**config.mk**
```make
export PLATFORM = sky130hd
export DESIGN_NAME = hpq_ctrl
export DESIGN_NICKNAME = d
export VERILOG_FILES = /design/src/rtl/hpq_pkg.sv /design/src/rtl/hpq_ctrl.sv
export SDC_FILE = /design/constraint.sdc
export NUM_CORES = 1
export LEC_CHECK = 0
export BUFFER_PORTS_ARGS = -buffer_cell sky130_fd_sc_hd__buf_2
export CAP_MARGIN = 20
export CORE_AREA = 2 2 39 41
export CTS_BUF_LIST = sky130_fd_sc_hd__clkbuf_8
export DETAILED_ROUTE_END_ITERATION = 8
export DIE_AREA = 0 0 41 43
export PLACE_DENSITY = 0.66
export REMOVE_ABC_BUFFERS = 1
export SETUP_SLACK_MARGIN = 0.3
export SLEW_MARGIN = 40
export SYNTH_ARGS = -nofsm -noshare
export SYNTH_HDL_FRONTEND = slang
export SYNTH_SLANG_ARGS = --single-unit
export TNS_END_PERCENT = 5
```
**constraint.sdc**
```tcl
create_clock -name clk -period 1.4 [get_ports clk]
set_clock_uncertainty 0.2 [all_clocks]
set_input_delay 0.07 -clock clk [delete_from_list [all_inputs] [get_ports clk]]
set_output_delay 0.07 -clock clk [all_outputs]
set_load 0.005 [all_outputs]
```
**src/rtl/hpq_pkg.sv**
```systemverilog
`timescale 1ns / 1ps
// ----------------------------------------------------------------------------
// hpq_pkg: shared types and constants of the heap priority queue
// Sizes, request and status codes, controller states, the datapath command
// and status bundles, and the ordering compare.
// ----------------------------------------------------------------------------
package hpq_pkg;

	localparam int CAPACITY   = 1024;
	localparam int DATA_WIDTH = 32;
	localparam int ADDR_W     = $clog2(CAPACITY);
	localparam int CNT_W      = $clog2(CAPACITY + 1);
	// child index width, holds 2*(CAPACITY-1)+2
	localparam int CHILD_W    = ADDR_W + 2;

	// request codes
	localparam logic REQ_INSERT = 1'b0;
	localparam logic REQ_DELETE = 1'b1;

	// result status codes
	typedef enum logic [1:0] {
		STAT_DONE      = 2'd0,
		STAT_FULL      = 2'd1,
		STAT_EMPTY     = 2'd2
	} status_t;

	// controller states
	typedef enum logic [2:0] {
		S_IDLE,
		S_UP_RD,
		S_UP_CMP,
		S_DN_LOAD,
		S_DN_RD,
		S_DN_CMP,
		S_RESP
	} state_t;

	// datapath operations
	typedef enum logic [3:0] {
		OP_NONE,
		OP_INS_START,
		OP_DEL_START,
		OP_REJ_FULL,
		OP_REJ_EMPTY,
		OP_UP_READ,
		OP_UP_STEP,
		OP_DN_LOAD,
		OP_DN_READ,
		OP_DN_STEP,
		OP_PLACE
	} op_t;

	typedef struct packed {
		op_t  op;
		logic rsp_load;
	} hpq_cmd_t;

	typedef struct packed {
		logic full;
		logic empty;
		logic last_one;
		logic at_root;
		logic up_move;
		logic dn_leaf;
		logic dn_move;
	} hpq_stat_t;

	// true when x belongs strictly above y (mode 0 min on top, 1 max on top)
	function automatic logic above(input logic signed [DATA_WIDTH-1:0] x,
			input logic signed [DATA_WIDTH-1:0] y, input logic mode);
		above = mode ? (x > y) : (x < y);
	endfunction

endpackage

```
**src/rtl/hpq_ctrl.sv**
```systemverilog
`timescale 1ns / 1ps
// ----------------------------------------------------------------------------
// hpq_ctrl: sequencer of the heap priority queue
// Takes a request, walks the sift loop a level at a time (read, then compare) through the
// datapath commands, and hands the result to the output register.
// ----------------------------------------------------------------------------
module hpq_ctrl (
	input  logic              clk,
	input  logic              arst_n,
	input  logic              req_valid,
	input  logic              req_type,
	output logic              req_ready,
	output logic              rsp_valid,
	input  logic              rsp_ready,
	output hpq_pkg::hpq_cmd_t cmd,
	input  hpq_pkg::hpq_stat_t stat
);
	import hpq_pkg::*;

	state_t state_q;
	state_t state_nxt;
	logic   rsp_valid_q;

	// state register
	always_ff @(posedge clk or negedge arst_n) begin
		if (!arst_n) begin
			state_q <= S_IDLE;
		end else begin
			state_q <= state_nxt;
		end
	end

	// result valid flag
	always_ff @(posedge clk or negedge arst_n) begin
		if (!arst_n) begin
			rsp_valid_q <= 1'b0;
		end else if (cmd.rsp_load) begin
			rsp_valid_q <= 1'b1;
		end else if (rsp_ready) begin
			rsp_valid_q <= 1'b0;
		end
	end

	assign rsp_valid = rsp_valid_q;

	// next state and commands
	always_comb begin
		state_nxt    = state_q;
		cmd.op       = OP_NONE;
		cmd.rsp_load = 1'b0;
		req_ready    = 1'b0;
		case (state_q)
			S_IDLE: begin
				req_ready = 1'b1;
				if (req_valid) begin
					if (req_type == REQ_INSERT) begin
						if (stat.full) begin
							cmd.op    = OP_REJ_FULL;
							state_nxt = S_RESP;
						end else begin
							cmd.op    = OP_INS_START;
							state_nxt = S_UP_RD;
						end
					end else begin
						if (stat.empty) begin
							cmd.op    = OP_REJ_EMPTY;
							state_nxt = S_RESP;
						end else begin
							cmd.op    = OP_DEL_START;
							state_nxt = stat.last_one ? S_RESP : S_DN_LOAD;
						end
					end
				end
			end
			S_UP_RD: begin
				if (stat.at_root) begin
					cmd.op    = OP_PLACE;
					state_nxt = S_RESP;
				end else begin
					cmd.op    = OP_UP_READ;
					state_nxt = S_UP_CMP;
				end
			end
			S_UP_CMP: begin
				if (stat.up_move) begin
					cmd.op    = OP_UP_STEP;
					state_nxt = S_UP_RD;
				end else begin
					cmd.op    = OP_PLACE;
					state_nxt = S_RESP;
				end
			end
			S_DN_LOAD: begin
				cmd.op    = OP_DN_LOAD;
				state_nxt = S_DN_RD;
			end
			S_DN_RD: begin
				if (stat.dn_leaf) begin
					cmd.op    = OP_PLACE;
					state_nxt = S_RESP;
				end else begin
					cmd.op    = OP_DN_READ;
					state_nxt = S_DN_CMP;
				end
			end
			S_DN_CMP: begin
				if (stat.dn_move) begin
					cmd.op    = OP_DN_STEP;
					state_nxt = S_DN_RD;
				end else begin
					cmd.op    = OP_PLACE;
					state_nxt = S_RESP;
				end
			end
			S_RESP: begin
				if (!rsp_valid_q || rsp_ready) begin
					cmd.rsp_load = 1'b1;
					state_nxt    = S_IDLE;
				end
			end
			default: begin
				state_nxt = S_IDLE;
			end
		endcase
	end

endmodule

```
==> results list <==
- The run finished, with violations left.
* Failing checks: negative hold slack, negative setup slack
- Via count of the first global-routing pass: 504
- Tightest Pin Transition: 0.270 ns
- Summed over all nets, the half-perimeter wirelength after detailed placement is 971 um.
- The final count of pins violating max slew came to 0.
- Sequential fraction of the synthesis area: 0.241
- Of the total power, registers draw 0.204.
* Hold buffers post-CTS: 2
* Largest net degree at the start of global routing: 12
* DIE AREA: 1760 um2
- Total CTS buffers: 3
* Syn Inst Count: 55
- Maximum achievable frequency: 610 MHz
- Fraction of layout instances using a drive strength above 1: 0.512
* GRT Residual Overflow: 0
- TritonCTS built the clock tree.
- Critical path peak fanout: 5
- The clock passes through at most 2 buffers.
- 19 I/O pins were placed.
* Global placer's final weighted congestion: 0.792
- Final worst path period share: 1.17
* Clock insertion delay at the later pin of the skew report: 0.21 ns
- Ant diodes: 0
- For the finished layout, the period the worst path requires is 1.64 ns.
- The core region is 1380 um2.
* Cell with the largest stage delay on the worst path: sky130_fd_sc_hd__dfrtp_2
* Buffers and inverters on the worst path: 2
- Die span in y: 43 um
* Switching part of the total power: 0.405
- In this run the clock root is driven by a sky130_fd_sc_hd__clkbuf_8.
* Power density over the cells: 2070 nW/um2
- The final layout contains 100 nets.
* Combinational cell fraction of total power: 0.626
* Unrepaired setup endpoints after global routing: true
- Die W: 41 um
- Clock Sinks: 4
- The synthesized design contains 4 register bits.
- In this run the tightest slew margin relative to its limit is 0.820.
* Startpoint class of the critical path: flop
* Count of TritonRoute iterations in the first routing pass: 2
- The tightest hold path in the finished design has a slack of -0.0271 ns.
- After detailed routing, the average wire length per cell comes to 12.6 um.
- Share of total power in the clock network: 0.170
- Yosys warns: 0
- First-pass GRT wire length: 2130 um
* Instance count after placement with tap cells included: 95
* P_sw: 0.581 mW
* Synthesized area: 415 um2
- Largest stage delay, worst path: 0.43 ns
* Endpoint arrival time on the critical path: 1.37 ns
- Chain of cells forming the critical path: buf_6 > nor3_2 > nand2_1 > o22ai_1 > buf_2
- STA classifies the critical path endpoint as an output pin.
- Row generation in the floorplan step produced 14 rows.
- VDD sags by at most 0.729 mV.
- The first routing iteration left 5 violations.
- H-tree level count: 1
- Counting the fill cells in the layout gives 138.
* Port Buf Inserts: 18
- For this block, the routed nets add up to 1280 um of wire.
- The min-delay analysis places its worst path in the category in -> reg.
- Routed via count divided by cell count: 5.16
- The initial utilization of the core area, before any placement, comes to 0.300.
- Cell internal power was estimated by the tool at 0.853 mW.
* # DRC: 0
- Summing over every cut layer, the via total after detailed routing is 526.
* Setup_tns: -1.03 ns
* Distinct cells, synth: 26
* Endpoints failing setup: 8
- Clock transition time at the flip-flop clock pins of the worst setup and hold paths: 0.03 ns
- Hold violation count in the final report: 2
* Mean Syn Cell Area: 7.55 um2
* Top delay family on crit path: flip-flops
- The detail route stage leaves a number of antenna-violating nets equal to 0.
- Antenna violations before repair: 0
* Slack of the critical path: -0.238 ns
- Maximum Capacitance Violations: 0
- The count of cells in the finished layout, fillers not included, comes to 102.
- Crit Path Class: reg -> out
- Data on the critical path is required at its endpoint by 1.13 ns.
* Global router's overall resource usage: 0.174
- Relative to the synthesized area, the layout overhead comes to 66.6%.
* Leak Pwr: 0.326 nW
## layer usage
layer  GRT usage  up-vias  part of all wire
met5           0        -                 0
met4      0.0533        0                 0
met3      0.0524        0             0.057
met2       0.284       14              0.51
met1       0.206      250              0.43
li1            -      262                 -
## power by group through the flow
stage	Combinational (mW)	Clock (mW)	Sequential (mW)
final	0.898	0.243	0.293
after global routing	0.989	0.256	0.307
after floorplan	0.381	0	0.289
after CTS	0.869	0.249	0.280
after detailed placement	0.774	0	0.285
after global placement	0.752	0	0.283
## cell type report
class / count / area (um2) / area share
tap: 16 / 20.0 / 0.0289
timing repair buffer: 31 / 210 / 0.304
inverter: 3 / 13.8 / 0.0199
sequential: 4 / 104 / 0.150
multi-input combinational: 45 / 303 / 0.438
clock buffer: 3 / 41.3 / 0.0597
## cells by family (layout without fill, tap and decap cells)
kind of cell    Yosys count  count (layout)  share of synthesized area
compound gates           19              19                      0.289
flops                     4               4                      0.241
buf+inv                   6              37                      0.114
simple gates             26              26                      0.355
## through the flow
step	utilization	power, mW	worst slack [ns]	instance area (um2)
floorplan	-	0.670	0.0137	382
global placement	0.404	1.04	-0.0745	559
detailed placement	0.404	1.06	-0.104	559
CTS	0.479	1.40	-0.221	663
global route	0.500	1.55	-0.289	692
finish	0.500	1.43	-0.238	692
## worst register-to-register path, delay by kind of cell, from the launching register on
family | cells | cell delay [ns]
flops | 1 | 0.43
simple gates | 3 | 0.40
buf+inv | 1 | 0.15
compound gates | 1 | 0.13
## sequential cells by signal, indices dropped and copies added (netlist names)
name	flops
state_q	3
rsp_valid	1
## timing repair
| item | in CTS | in global routing |
|---|---|---|
| setup endpoints to repair | 10 | 14 |
| endpoints found under the hold margin | 6 | 1 |
| setup buffers | 2 | 0 |
| resized for setup | 10 | 6 |
| pin swaps | 3 | 3 |
## cells in the mapped netlist, drive strengths merged
master,number,area [um2]
nor4,2,12.5
and2,1,6.26
dfrtp,4,100
nand2,3,11.3
o21a,2,15.0
inv,3,13.8
nand3,1,5.00
nor4b,1,15.0
a31o,1,8.76
nor3,2,15.0
or2b,1,7.51
nand2b,3,18.8
nor2b,2,12.5
o32ai,1,8.76
nor2,8,30.0
buf,3,33.8
nand4,1,6.26
o21ai,5,25.0
a31oi,1,6.26
nand3b,1,7.51
a21oi,7,35.0
o22ai,1,6.26
a221oi,1,15.0
## final timing paths
path                       startpoint  slack (ns)    endpoint  depth (start not counted)
hold / removal              rsp_ready       -0.03   rsp_valid                          3
setup / recovery           state_q[0]       -0.24      cmd[3]                          5
min in group asynchronous      arst_n        0.54  state_q[0]                          3
max in group asynchronous      arst_n        0.36  state_q[2]                          3
hold reg to reg             rsp_valid        0.51   rsp_valid                          2
setup reg to reg           state_q[0]       -0.03  state_q[1]                          5
## cells in the final DEF, fill, tap and decap left out, types with 3 or more instances in the layout
cell	netlist	routed
sky130_fd_sc_hd__buf_4	0	8
sky130_fd_sc_hd__clkbuf_8	0	3
sky130_fd_sc_hd__o21ai_1	4	4
sky130_fd_sc_hd__nor2_1	8	8
sky130_fd_sc_hd__nand2b_1	3	3
sky130_fd_sc_hd__buf_6	3	4
sky130_fd_sc_hd__dfrtp_2	0	3
sky130_fd_sc_hd__nand2_1	3	3
sky130_fd_sc_hd__buf_2	0	17
sky130_fd_sc_hd__a21oi_1	7	5
Power figures use the tool's default switching activity.
